==> config.mk <==
export PLATFORM = sky130hd
export DESIGN_NAME = gc_victim_file_selector
export DESIGN_NICKNAME = d
export VERILOG_FILES = /design/src/hw/rtl/gcvfs_pkg.sv /design/src/hw/rtl/gcvfs_skid.sv /design/src/hw/rtl/gcvfs_classify.sv /design/src/hw/rtl/gcvfs_accum.sv /design/src/hw/rtl/gc_victim_file_selector.sv
export SDC_FILE = /design/constraint.sdc
export NUM_CORES = 2
export LEC_CHECK = 0
export ABC_AREA = 1
export ABC_CLOCK_PERIOD_IN_PS = 20100
export BUFFER_PORTS_ARGS = -buffer_cell sky130_fd_sc_hd__clkbuf_2
export CAP_MARGIN = 15
export CORE_ASPECT_RATIO = 1.2
export CORE_MARGIN = 2
export CORE_UTILIZATION = 60
export DETAILED_ROUTE_END_ITERATION = 7
export PLACE_DENSITY = 0.74
export SETUP_SLACK_MARGIN = 0.3
export SKIP_LAST_GASP = 1
export SLEW_MARGIN = 40
export SYNTH_ARGS = -nofsm -noshare
export SYNTH_HDL_FRONTEND = slang
export SYNTH_SLANG_ARGS = --single-unit
==> constraint.sdc <==
create_clock -name clk -period 20.1 [get_ports clk]
set_input_delay 3.015 -clock clk [delete_from_list [all_inputs] [get_ports clk]]
set_output_delay 3.015 -clock clk [all_outputs]
set_load 0.005 [all_outputs]
==> src/hw/rtl/gcvfs_pkg.sv <==
// Shared types, constants and register map for the GC victim file selector.
package gcvfs_pkg;

  // Width of each field and register.
  localparam int FileBytesW = 40;
  localparam int LivePagesW = 24;
  localparam int RateW      = 17;
  localparam int CountW     = 16;
  localparam int BytesTotW  = 48;
  localparam int PagesTotW  = 32;
  localparam int CfgDataW   = 40;
  localparam int CfgIdxW    = 3;

  // Q16 product of rate and file size, and the 13/20 ratio products.
  localparam int ProdW  = RateW + FileBytesW;
  localparam int Ratio20W = FileBytesW + 5;

  // Candidates needed before selection may stop.
  localparam logic [CountW-1:0] MIN_CANDIDATES = 16'd2;

  // Register reset values.
  localparam logic [RateW-1:0]      MAX_RATE_RST    = 17'd22938;
  localparam logic [FileBytesW-1:0] SMALL_BYTES_RST = 40'd1048576;
  localparam logic [FileBytesW-1:0] TARGET_BYTES_RST = 40'd134217728;
  localparam logic [CountW-1:0]     MIN_FILES_RST   = 16'd10;
  localparam logic [FileBytesW-1:0] MIN_BYTES_RST   = 40'd134217728;

  typedef enum logic [CfgIdxW-1:0] {
    REG_MAX_RATE     = 3'd0,
    REG_SMALL_BYTES  = 3'd1,
    REG_TARGET_BYTES = 3'd2,
    REG_MIN_FILES    = 3'd3,
    REG_MIN_BYTES    = 3'd4
  } reg_idx_t;

  typedef enum logic [1:0] {
    VERDICT_SKIP    = 2'd0,
    VERDICT_CAND    = 2'd1,
    VERDICT_EMPTY   = 2'd2,
    VERDICT_IGNORED = 2'd3
  } verdict_t;

  typedef struct packed {
    logic [FileBytesW-1:0] file_bytes;
    logic [FileBytesW-1:0] live_bytes;
    logic [LivePagesW-1:0] live_pages;
    logic                  being_written;
    logic                  last_file;
  } in_t;

  typedef struct packed {
    verdict_t             verdict;
    logic                 selection_stopped;
    logic [CountW-1:0]    candidates_so_far;
    logic [BytesTotW-1:0] bytes_to_move;
    logic [PagesTotW-1:0] pages_to_move;
    logic                 run_compaction;
    logic                 scan_done;
  } out_t;

  typedef struct packed {
    logic [RateW-1:0]      max_valid_rate_q16;
    logic [FileBytesW-1:0] small_file_bytes;
    logic [FileBytesW-1:0] target_file_bytes;
    logic [CountW-1:0]     min_files;
    logic [FileBytesW-1:0] min_bytes;
  } cfg_t;

  // Product stage contents.
  typedef struct packed {
    logic [ProdW-1:0]      rate_prod;
    logic [Ratio20W-1:0]   live_x20;
    logic [Ratio20W-1:0]   file_x13;
    logic [FileBytesW-1:0] live_bytes;
    logic [LivePagesW-1:0] live_pages;
    logic                  file_zero;
    logic                  file_small;
    logic                  being_written;
    logic                  last_file;
  } prod_t;

  // Classified file, handed to the accumulator.
  typedef struct packed {
    logic                  cand;
    logic                  live_zero;
    logic                  low_ratio;
    logic [FileBytesW-1:0] live_bytes;
    logic [LivePagesW-1:0] live_pages;
    logic                  last_file;
  } cls_t;

endpackage

==> src/hw/rtl/gcvfs_skid.sv <==
// Input register with skid entry so in_ready comes straight from a flop.
module gcvfs_skid
  import gcvfs_pkg::*;
(
  input  logic clk,
  input  logic rst_n,
  input  logic in_valid,
  output logic in_ready,
  input  in_t  in_data,
  output logic s_valid,
  input  logic s_ready,
  output in_t  s_data
);

  logic main_valid_r, main_valid_nxt;
  logic skid_valid_r, skid_valid_nxt;
  in_t  main_r, main_nxt;
  in_t  skid_r, skid_nxt;
  logic push, pop;

  assign in_ready = !skid_valid_r;
  assign s_valid  = main_valid_r;
  assign s_data   = main_r;

  assign push = in_valid && !skid_valid_r;
  assign pop  = main_valid_r && s_ready;

  always_comb begin
    main_valid_nxt = main_valid_r;
    skid_valid_nxt = skid_valid_r;
    main_nxt       = main_r;
    skid_nxt       = skid_r;
    if (pop) begin
      main_valid_nxt = 1'b0;
    end
    if (skid_valid_r && pop) begin
      main_nxt       = skid_r;
      main_valid_nxt = 1'b1;
      skid_valid_nxt = 1'b0;
    end else if (push) begin
      if (!main_valid_r || pop) begin
        main_nxt       = in_data;
        main_valid_nxt = 1'b1;
      end else begin
        skid_nxt       = in_data;
        skid_valid_nxt = 1'b1;
      end
    end
  end

  always_ff @(posedge clk) begin
    if (!rst_n) begin
      main_valid_r <= 1'b0;
      skid_valid_r <= 1'b0;
    end else begin
      main_valid_r <= main_valid_nxt;
      skid_valid_r <= skid_valid_nxt;
    end
    main_r <= main_nxt;
    skid_r <= skid_nxt;
  end

endmodule

==> src/hw/rtl/gcvfs_classify.sv <==
// Two-stage classifier: rate products, then candidate decision.
module gcvfs_classify
  import gcvfs_pkg::*;
(
  input  logic clk,
  input  logic rst_n,
  input  cfg_t cfg,
  input  logic s_valid,
  output logic s_ready,
  input  in_t  s_data,
  output logic cls_valid,
  input  logic cls_ready,
  output cls_t cls_data
);

  logic  p_valid_r, f_valid_r;
  logic  p_ready, f_ready;
  prod_t p_r, p_nxt;
  cls_t  f_r, f_nxt;
  logic  live_low;

  assign f_ready   = !f_valid_r || cls_ready;
  assign p_ready   = !p_valid_r || f_ready;
  assign s_ready   = p_ready;
  assign cls_valid = f_valid_r;
  assign cls_data  = f_r;

  // Stage 1: multiply and constant-ratio products.
  always_comb begin
    p_nxt.rate_prod     = ProdW'(cfg.max_valid_rate_q16) * ProdW'(s_data.file_bytes);
    p_nxt.live_x20      = (Ratio20W'(s_data.live_bytes) << 4)
                        + (Ratio20W'(s_data.live_bytes) << 2);
    p_nxt.file_x13      = (Ratio20W'(s_data.file_bytes) << 3)
                        + (Ratio20W'(s_data.file_bytes) << 2)
                        + Ratio20W'(s_data.file_bytes);
    p_nxt.live_bytes    = s_data.live_bytes;
    p_nxt.live_pages    = s_data.live_pages;
    p_nxt.file_zero     = (s_data.file_bytes == '0);
    p_nxt.file_small    = (s_data.file_bytes < cfg.small_file_bytes);
    p_nxt.being_written = s_data.being_written;
    p_nxt.last_file     = s_data.last_file;
  end

  // Stage 2: compares. Empty files have rate zero; empty size is never low.
  always_comb begin
    if (p_r.live_bytes == '0) begin
      live_low = (cfg.max_valid_rate_q16 != '0);
    end else begin
      live_low = !p_r.file_zero && ({1'b0, p_r.live_bytes, 16'd0} < p_r.rate_prod);
    end
    f_nxt.cand       = !p_r.being_written
                     && (live_low || p_r.file_small || cfg.max_valid_rate_q16[RateW-1]);
    f_nxt.live_zero  = (p_r.live_bytes == '0);
    f_nxt.low_ratio  = (p_r.live_x20 < p_r.file_x13);
    f_nxt.live_bytes = p_r.live_bytes;
    f_nxt.live_pages = p_r.live_pages;
    f_nxt.last_file  = p_r.last_file;
  end

  always_ff @(posedge clk) begin
    if (!rst_n) begin
      p_valid_r <= 1'b0;
      f_valid_r <= 1'b0;
    end else begin
      if (p_ready) begin
        p_valid_r <= s_valid;
      end
      if (f_ready) begin
        f_valid_r <= p_valid_r;
      end
    end
    if (p_ready && s_valid) begin
      p_r <= p_nxt;
    end
    if (f_ready && p_valid_r) begin
      f_r <= f_nxt;
    end
  end

endmodule

==> src/hw/rtl/gcvfs_accum.sv <==
// Scan totals, stop rule, compaction decision and result register.
module gcvfs_accum
  import gcvfs_pkg::*;
(
  input  logic clk,
  input  logic rst_n,
  input  cfg_t cfg,
  input  logic cls_valid,
  output logic cls_ready,
  input  cls_t cls_data,
  output logic out_valid,
  input  logic out_ready,
  output out_t out_data
);

  logic [CountW-1:0]    cand_cnt_r, high_cnt_r, cand_upd, high_upd;
  logic [BytesTotW-1:0] gath_bytes_r, low_bytes_r, gath_upd, low_upd;
  logic [PagesTotW-1:0] gath_pages_r, pages_upd;
  logic                 stop_r, stop_upd;
  logic [BytesTotW:0]   gath_sum, low_sum;
  logic [PagesTotW:0]   pages_sum;
  logic                 stop_hit;
  logic                 run;
  verdict_t             verdict;
  logic                 out_valid_r;
  out_t                 out_r, out_nxt;
  logic                 fire;

  assign cls_ready = !out_valid_r || out_ready;
  assign fire      = cls_valid && cls_ready;
  assign out_valid = out_valid_r;
  assign out_data  = out_r;

  assign gath_sum  = {1'b0, gath_bytes_r} + (BytesTotW+1)'(cls_data.live_bytes);
  assign low_sum   = {1'b0, low_bytes_r} + (BytesTotW+1)'(cls_data.live_bytes);
  assign pages_sum = {1'b0, gath_pages_r} + (PagesTotW+1)'(cls_data.live_pages);

  always_comb begin
    cand_upd  = cand_cnt_r;
    high_upd  = high_cnt_r;
    gath_upd  = gath_bytes_r;
    low_upd   = low_bytes_r;
    pages_upd = gath_pages_r;
    stop_upd  = stop_r;
    stop_hit  = 1'b0;
    if (stop_r) begin
      verdict = VERDICT_IGNORED;
    end else if (!cls_data.cand) begin
      verdict = VERDICT_SKIP;
    end else if (cls_data.live_zero) begin
      verdict = VERDICT_EMPTY;
    end else begin
      verdict   = VERDICT_CAND;
      cand_upd  = (cand_cnt_r == '1) ? cand_cnt_r : cand_cnt_r + 1'b1;
      gath_upd  = gath_sum[BytesTotW] ? '1 : gath_sum[BytesTotW-1:0];
      pages_upd = pages_sum[PagesTotW] ? '1 : pages_sum[PagesTotW-1:0];
      if (cls_data.low_ratio) begin
        low_upd = low_sum[BytesTotW] ? '1 : low_sum[BytesTotW-1:0];
      end else begin
        high_upd = (high_cnt_r == '1) ? high_cnt_r : high_cnt_r + 1'b1;
      end
      // All high-ratio-free so far: count every byte; else only low-ratio bytes.
      if (high_upd == '0) begin
        stop_hit = (gath_upd >= BytesTotW'(cfg.target_file_bytes));
      end else begin
        stop_hit = (low_upd >= BytesTotW'(cfg.target_file_bytes));
      end
      if (stop_hit && (cand_upd >= MIN_CANDIDATES)) begin
        stop_upd = 1'b1;
      end
    end
    run = cls_data.last_file
       && ((cand_upd >= cfg.min_files)
        || ((cand_upd >= MIN_CANDIDATES) && (gath_upd >= BytesTotW'(cfg.min_bytes))));
    out_nxt.verdict           = verdict;
    out_nxt.selection_stopped = stop_upd;
    out_nxt.candidates_so_far = cand_upd;
    out_nxt.bytes_to_move     = gath_upd;
    out_nxt.pages_to_move     = pages_upd;
    out_nxt.run_compaction    = run;
    out_nxt.scan_done         = cls_data.last_file;
  end

  always_ff @(posedge clk) begin
    if (!rst_n) begin
      out_valid_r  <= 1'b0;
      cand_cnt_r   <= '0;
      high_cnt_r   <= '0;
      gath_bytes_r <= '0;
      low_bytes_r  <= '0;
      gath_pages_r <= '0;
      stop_r       <= 1'b0;
    end else begin
      if (cls_ready) begin
        out_valid_r <= cls_valid;
      end
      if (fire) begin
        if (cls_data.last_file) begin
          cand_cnt_r   <= '0;
          high_cnt_r   <= '0;
          gath_bytes_r <= '0;
          low_bytes_r  <= '0;
          gath_pages_r <= '0;
          stop_r       <= 1'b0;
        end else begin
          cand_cnt_r   <= cand_upd;
          high_cnt_r   <= high_upd;
          gath_bytes_r <= gath_upd;
          low_bytes_r  <= low_upd;
          gath_pages_r <= pages_upd;
          stop_r       <= stop_upd;
        end
      end
    end
    if (fire) begin
      out_r <= out_nxt;
    end
  end

endmodule

==> src/hw/rtl/gc_victim_file_selector.sv <==
// Top level of the GC victim file selector: config registers and pipeline.
//
//   port group | dir | handshake            | beat contents
//   in_*       | in  | in_valid / in_ready  | in_t: one file descriptor
//   out_*      | out | out_valid / out_ready| out_t: verdict and running totals
//   cfg_*      | in  | cfg_we (no stall)    | register index + 40-bit data
//
// One file per cycle sustained while out_ready stays high. The input register loads at the
// accepting edge; the product, compare and result registers follow before out_valid rises.
// The scan totals sit in one register set updated in the result stage, so
// each file sees the totals left by the one before it.
// Reset (rst_n, sync) empties the pipeline, clears totals, loads register defaults.
// out_ready low fills the pipeline; the input skid entry then drops in_ready.
module gc_victim_file_selector
  import gcvfs_pkg::*;
(
  input  logic                clk,
  input  logic                rst_n,
  input  logic                in_valid,
  output logic                in_ready,
  input  in_t                 in_data,
  output logic                out_valid,
  input  logic                out_ready,
  output out_t                out_data,
  input  logic                cfg_we,
  input  logic [CfgIdxW-1:0]  cfg_idx,
  input  logic [CfgDataW-1:0] cfg_wdata
);

  cfg_t cfg_r;
  logic s_valid, s_ready;
  in_t  s_data;
  logic cls_valid, cls_ready;
  cls_t cls_data;

  // Config registers; writes to unused indexes are dropped.
  always_ff @(posedge clk) begin
    if (!rst_n) begin
      cfg_r.max_valid_rate_q16 <= MAX_RATE_RST;
      cfg_r.small_file_bytes   <= SMALL_BYTES_RST;
      cfg_r.target_file_bytes  <= TARGET_BYTES_RST;
      cfg_r.min_files          <= MIN_FILES_RST;
      cfg_r.min_bytes          <= MIN_BYTES_RST;
    end else if (cfg_we) begin
      unique case (cfg_idx)
        REG_MAX_RATE:     cfg_r.max_valid_rate_q16 <= cfg_wdata[RateW-1:0];
        REG_SMALL_BYTES:  cfg_r.small_file_bytes   <= cfg_wdata[FileBytesW-1:0];
        REG_TARGET_BYTES: cfg_r.target_file_bytes  <= cfg_wdata[FileBytesW-1:0];
        REG_MIN_FILES:    cfg_r.min_files          <= cfg_wdata[CountW-1:0];
        REG_MIN_BYTES:    cfg_r.min_bytes          <= cfg_wdata[FileBytesW-1:0];
        default: ;
      endcase
    end
  end

  gcvfs_skid u_skid (
    .clk      (clk),
    .rst_n    (rst_n),
    .in_valid (in_valid),
    .in_ready (in_ready),
    .in_data  (in_data),
    .s_valid  (s_valid),
    .s_ready  (s_ready),
    .s_data   (s_data)
  );

  gcvfs_classify u_classify (
    .clk       (clk),
    .rst_n     (rst_n),
    .cfg       (cfg_r),
    .s_valid   (s_valid),
    .s_ready   (s_ready),
    .s_data    (s_data),
    .cls_valid (cls_valid),
    .cls_ready (cls_ready),
    .cls_data  (cls_data)
  );

  gcvfs_accum u_accum (
    .clk       (clk),
    .rst_n     (rst_n),
    .cfg       (cfg_r),
    .cls_valid (cls_valid),
    .cls_ready (cls_ready),
    .cls_data  (cls_data),
    .out_valid (out_valid),
    .out_ready (out_ready),
    .out_data  (out_data)
  );

  // Ignored files only occur once the stop rule has fired.
  a_ignored_means_stopped: assert property (@(posedge clk) disable iff (!rst_n)
    out_valid && (out_data.verdict == VERDICT_IGNORED) |-> out_data.selection_stopped)
    else $error("ignored verdict without stop");

  // Compaction decision only on the closing beat of a scan.
  a_run_only_on_done: assert property (@(posedge clk) disable iff (!rst_n)
    out_valid && !out_data.scan_done |-> !out_data.run_compaction)
    else $error("run_compaction outside scan end");

  // A candidate beat always carries a nonzero candidate count.
  a_cand_counted: assert property (@(posedge clk) disable iff (!rst_n)
    out_valid && (out_data.verdict == VERDICT_CAND) |-> (out_data.candidates_so_far != '0))
    else $error("candidate not counted");

  // Input backpressure only while the result register holds a beat.
  a_stall_source: assert property (@(posedge clk) disable iff (!rst_n)
    !in_ready |-> out_valid)
    else $error("in_ready low with empty result register");

endmodule

Yosys cells after proc, flatten, opt, wreduce, memory -nomap -nowiden. Cells that the tools add are included.

Bitwise operators: 3. Eq/ne operators: 8. Multipliers: 1. Mux-type cells: 52. $add $sub $neg: 8. Reductions and logical operators: 42. $lt $le $gt $ge: 9.

Operators by type and width (number): 48-bit 2-to-1 mux (14); 106-bit 2-to-1 mux (3); 16-bit 2-to-1 mux (14); 32-bit 2-to-1 mux (5); 48-bit by 40-bit >= comparator with 1-bit output (3); 48-bit by 40-bit adder with 49-bit output (2); 40-bit zero test (2); 56-bit by 57-bit < comparator with 1-bit output (1); 17-bit by 40-bit multiplier with 57-bit output (1); 44-bit by 42-bit adder with 45-bit output (1); 45-bit by 40-bit adder with 45-bit output (1); 45-bit < comparator (1); 43-bit by 42-bit adder with 44-bit output (1); 40-bit < comparator (1); 32-bit by 24-bit adder with 33-bit output (1); 16-bit by 1-bit adder with 16-bit output, second input constant (2); 16-bit equality test, second input constant (2); 16-bit by 2-bit >= comparator with 1-bit output, second input constant (2); 17-bit nonzero test (1); 16-bit >= comparator (1); 16-bit zero test (1); 1-bit 2-to-1 mux (14); 2-bit AND reduction (7); 1-bit logical AND (10); other kinds (13) (32).

Bits in registers: 915. Input bits: 154. Output and inout port bits: 103. Logic and storage cells: 171.

Depth between registers and ports, before layout.
Depth in word-level cells: 17. Depth in mapped cells: 37. Depth with buffers taken out: 36.

By module. From an unflattened synthesis, not the netlist that was laid out.

Cells, all modules: 10256. Area total of the unflattened synthesis: 79521.3 um^2.

Modules (own cells, without submodules): gcvfs_classify (cells each 5102, seq. area each 8388.0 um^2, area an instance 41325.9 um^2, instances 1); gcvfs_accum (cells each 3705, seq. area each 6276.0 um^2, area an instance 23988.0 um^2, instances 1); gcvfs_skid (cells each 572, seq. area each 6406.1 um^2, area an instance 8182.8 um^2, instances 1); gc_victim_file_selector (cells each 877, seq. area each 3062.9 um^2, area an instance 6024.5 um^2, instances 1).

Least setup slack after synthesis. OpenSTA, ideal clock, no wires.

Path type: in2reg. Start point: input port out_ready. End point: register u_skid.skid_r[0] (netlist bit), enable pin. Stages on the path: 5. Setup time: 0.703 ns. Data arrival time: 10.608 ns. Slack: 8.789 ns. Path buffers: 0. Required time: 19.397 ns. Cell sequence: nor2_1 > inv_1 > nor2_1 > nand2_1 > nor3_1.

Cells in the longest elaborated chain, start to end: 7. Elaborated cells on any way between the ends: 9. Those cells by class: 2 x bitwise; 7 x reduce/logical.

RTL lines: from (decl) (line gc_victim_file_selector.sv:23) `input logic out_ready,`; 1-bit logical OR (*) (line gcvfs_accum.sv:29) `assign cls_ready = !out_valid_r || out_ready;`; 1-bit logical OR (*) (line gcvfs_classify.sv:22) `assign f_ready = !f_valid_r || cls_ready;`; 1-bit logical OR (*) (line gcvfs_classify.sv:23) `assign p_ready = !p_valid_r || f_ready;`; 1-bit logical AND (*) (line gcvfs_skid.sv:26) `assign pop = main_valid_r && s_ready;`; 1-bit logical AND / 1-bit logical OR (equally long branches) (line gcvfs_skid.sv:36, gcvfs_skid.sv:41); 1-bit inverter (no line); 3-bit AND reduction (no line) (*); to (signal assigned) (line gcvfs_skid.sv:60) `skid_r <= skid_nxt;`; to (decl) (line gcvfs_skid.sv:18) `in_t skid_r, skid_nxt;`.

Mark *: on every way between the ends. The rest lies on a longest branch, timed or not. A chain may end at the register's enable or synchronous reset.

==> summary.txt <==
Outcome
  – Status: finished clean

Timing
  – Minimum clock period: 6.957 ns
  – FMAX: 143.7 MHz
  – Worst slew pin tran: 0.9948 ns
  – Final worst slack: 13.14 ns
  – Final clock skew: 0.1186 ns
  – Setup TNS: 0 ns
  – Slew Viols, Final: 0
  – Final worst-path cycle share: 34.61%
  – RSZ-0062 raised after global routing: no
  – Hold slack final: 0.4021 ns
  – Final setup violation count: 0
  – Hold Fails Final Rpt: 0
  – Worst slew margin: 32.98%

Clock tree
  – Cts hold-fix bufs: 0
  – Post-CTS sizing: 0
  – Setup bufs post-CTS: 0
  – Clock Root Buffer: clkbuf_16
  – TritonCTS clock tree: built
  – H-tree level count: 3
  – Clock Latency Late Sink: 0.77 ns
  – TritonCTS Buffers: 93
  – Worst-path clk slew: 0.07 ns
  – Clock sinks: 911
  – Max clock buf depth: 3

Cells and area
  – Layout cells sized above 1: 6.724%
  – Final Core Density: 65.47%
  – Commonest non-fill, non-tap cells in the layout: nand2_1 (2596), inv_1 (1783), a21oi_1 (744)
  – Area Overhead vs Synth: 8.182%
  – Post-route cell area: 83050 sq um
  – Most common cell after layout, fill and taps aside: nand2_1
  – Nets: 11051

Drt
  – Initial DRC Count: 5684
  – Routed WL: 257.6 mm
  – Via Count: 65431
  – Post-DRT Antenna Nets: 0
  – DRC viols: 0
  – DR vias/cell: 5.713
  – DRT Pass-1 Iters: 6
  – Wire per inst: 22.49 um

Critical path
  – CP Class: flip-flop to flip-flop
  – Critical path's largest stage delay: 0.62 ns
  – Req. time, crit path: 20.56 ns
  – CP Max Fanout: 42
  – WP data arrival: 7.42 ns
  – R2R depth: 25
  – Cell mode on critical path: nand2_1
  – Critical Path Start Type: flip-flop
  – Worst setup EP type: flip-flop
  – Crit path max-delay cell type: buf_4

Global route
  – Tot GR Track Use: 39.71%
  – First-pass GRT wire length: 389.4 mm
  – Initial antenna violation count: 14
  – Largest net degree at the start of global routing: 107
  – Global-route congestion overflow total: 0
  – Vias in the first global route: 66481

Pwr
  – Power Dens Cells: 130.5 nW/um^2
  – Static leakage power: 40.16 nW
  – Max rail drop VDD: 0.2232 mV

Logic synthesis
  – Synth Register Bits: 911
  – Asr flop ratio synth: 0%
  – Post-Syn Instances: 9571
  – Sequential area share after synthesis: 31.47%
  – Yosys top cell by area: edfxtp_1
  – Synth Area per Inst: 8.021 sq um
  – Most used DFF post-synth: edfxtp_1
  – Yosys top cell area share: 23.16%
  – Syn. warnings: 0
  – Post-Syn Nets: 10931
  – Post-synth EDFFs: 592
  – Post-Syn Area: 76770 sq um
  – Post-synth cell types: 76
  – Top cells by area, synth: edfxtp_1 (23%), fa_1 (15%), nand2_1 (13%)

Floorplanning
  – FP Rows: 143
  – IO Pins: 257
  – Die X: 330.5 um
  – DIE AREA: 130800 sq um
  – Initial Utilization: 60.52%
  – Std-Cell Core Area: 126900 sq um
  – Die span in y: 395.8 um

Hold path
  – Hold Path Class: flip-flop to flip-flop
  – WHS Path Cells: 0

Placement
  – Final estimated routing congestion in global placement: 1.045
  – Port bufs: 256
  – Placed Area: 79750 sq um
  – DP Worst Slack: 13.26 ns
  – DPL Wire Length: 201.7 mm

Run
  – Max-Cap Viols: 0
synth_stat cells (all sizes together) (2+ instances only):
cell type and count:
o21ai 372, a21boi 23, or4 5, a21oi 767, o21a 53, o221ai 10
and3 7, mux2 3, xnor2 101, nor2 565, clkinv 2, nand3 235
nand3b 9, and2 7, clkbuf 280, inv 1801, fa 575, buf 43
nor4b 2, edfxtp 592, a31oi 42, o221a 3, or2 31, nand4 66
nor3 62, a221oi 4, o211ai 30, dfxtp 319, o31ai 5, o2111ai 2
ha 631, a21o 41, a2111oi 2, xor2 169, o21bai 38, nor3b 3
a211oi 13, nor4 36, nand2 2612, a31o 2
cells by family after synthesis:
kind of cell | count (synthesis) | share of synthesized area [%]
buffers and inverters | 2126 | 10.52
and+or+nand+nor | 3640 | 19.12
adders and majority gates | 1206 | 25.28
DFF | 911 | 31.47
AOI/OAI and AO/OA | 1415 | 10.48
xor gates and xnor gates | 270 | 3.090
muxes | 3 | 0.04400
where the power goes:
| part | total [mW] | leakage (nW) | internal (mW) | switching (mW) |
|---|---|---|---|---|
| clock | 1.83 | 1.54 | 1.02 | 0.810 |
| combinational | 6.54 | 30.5 | 2.33 | 4.21 |
| sequential | 2.47 | 8.11 | 2.40 | 0.0694 |
| total | 10.8 | 40.2 | 5.75 | 5.09 |
worst paths after layout:
path / from / endpoint / slack, ns
worst max-delay path: cfg_r[149] / u_classify.p_r[214] / 13.14
worst min-delay path: u_classify.f_nxt[3] / u_classify.cls_data[3] / 0.40
worst max register to register: cfg_r[149] / u_classify.p_r[214] / 13.14
worst min register to register: u_classify.f_nxt[3] / u_classify.cls_data[3] / 0.40
critical path, delay by kind of cell, from the launching register on:
kind / cells / cell delay [ns]
fa+ha+maj: 7 / 3.65
flops: 1 / 0.31
simple gates: 8 / 0.98
buf+inv: 5 / 0.84
compound gates: 5 / 0.84
final cells by class:
type	count	area [sq um]
multi-input cells	6534	44610
fillers	10847	43800
flip-flops and latches	911	24160
inverters	1803	6789
clock buffers	118	2481
repair buffers	348	2155
well taps	1667	2086
clock inverters	57	725.7
diodes	15	37.54
registers in the layout (all words and copies together), names as in the netlist, 32 cells and up:
name / count
u_classify.p_r: 146
u_classify.cls_data: 68
u_accum.out_data: 101
u_accum.gath_bytes_r: 48
u_skid.skid_r: 106
cfg_r: 153
u_accum.gath_pages_r: 32
u_skid.s_data: 106
u_classify.f_nxt: 65
u_accum.low_bytes_r: 48
through the flow:
| step | cells | total power [mW] |
|---|---|---|
| 6_report | 11453 | 10.84 |
| 5_1_grt | 11446 | 11.67 |
| 4_1_cts | 11435 | 10.80 |
| 3_5_place_dp | 11260 | 8.945 |
| 3_3_place_gp | 11234 | 8.927 |
| 2_1_floorplan | 9571 | 6.946 |
per-layer routing:
metal	share of wire (%)	GRT usage, %	vias to the layer above
met5	0	0	-
met4	9.5	31.38	0
met3	7.2	6.744	953
met2	48	66.52	2792
met1	36	44.68	31232
li1	-	-	30454
Power figures use the tool's default switching activity.
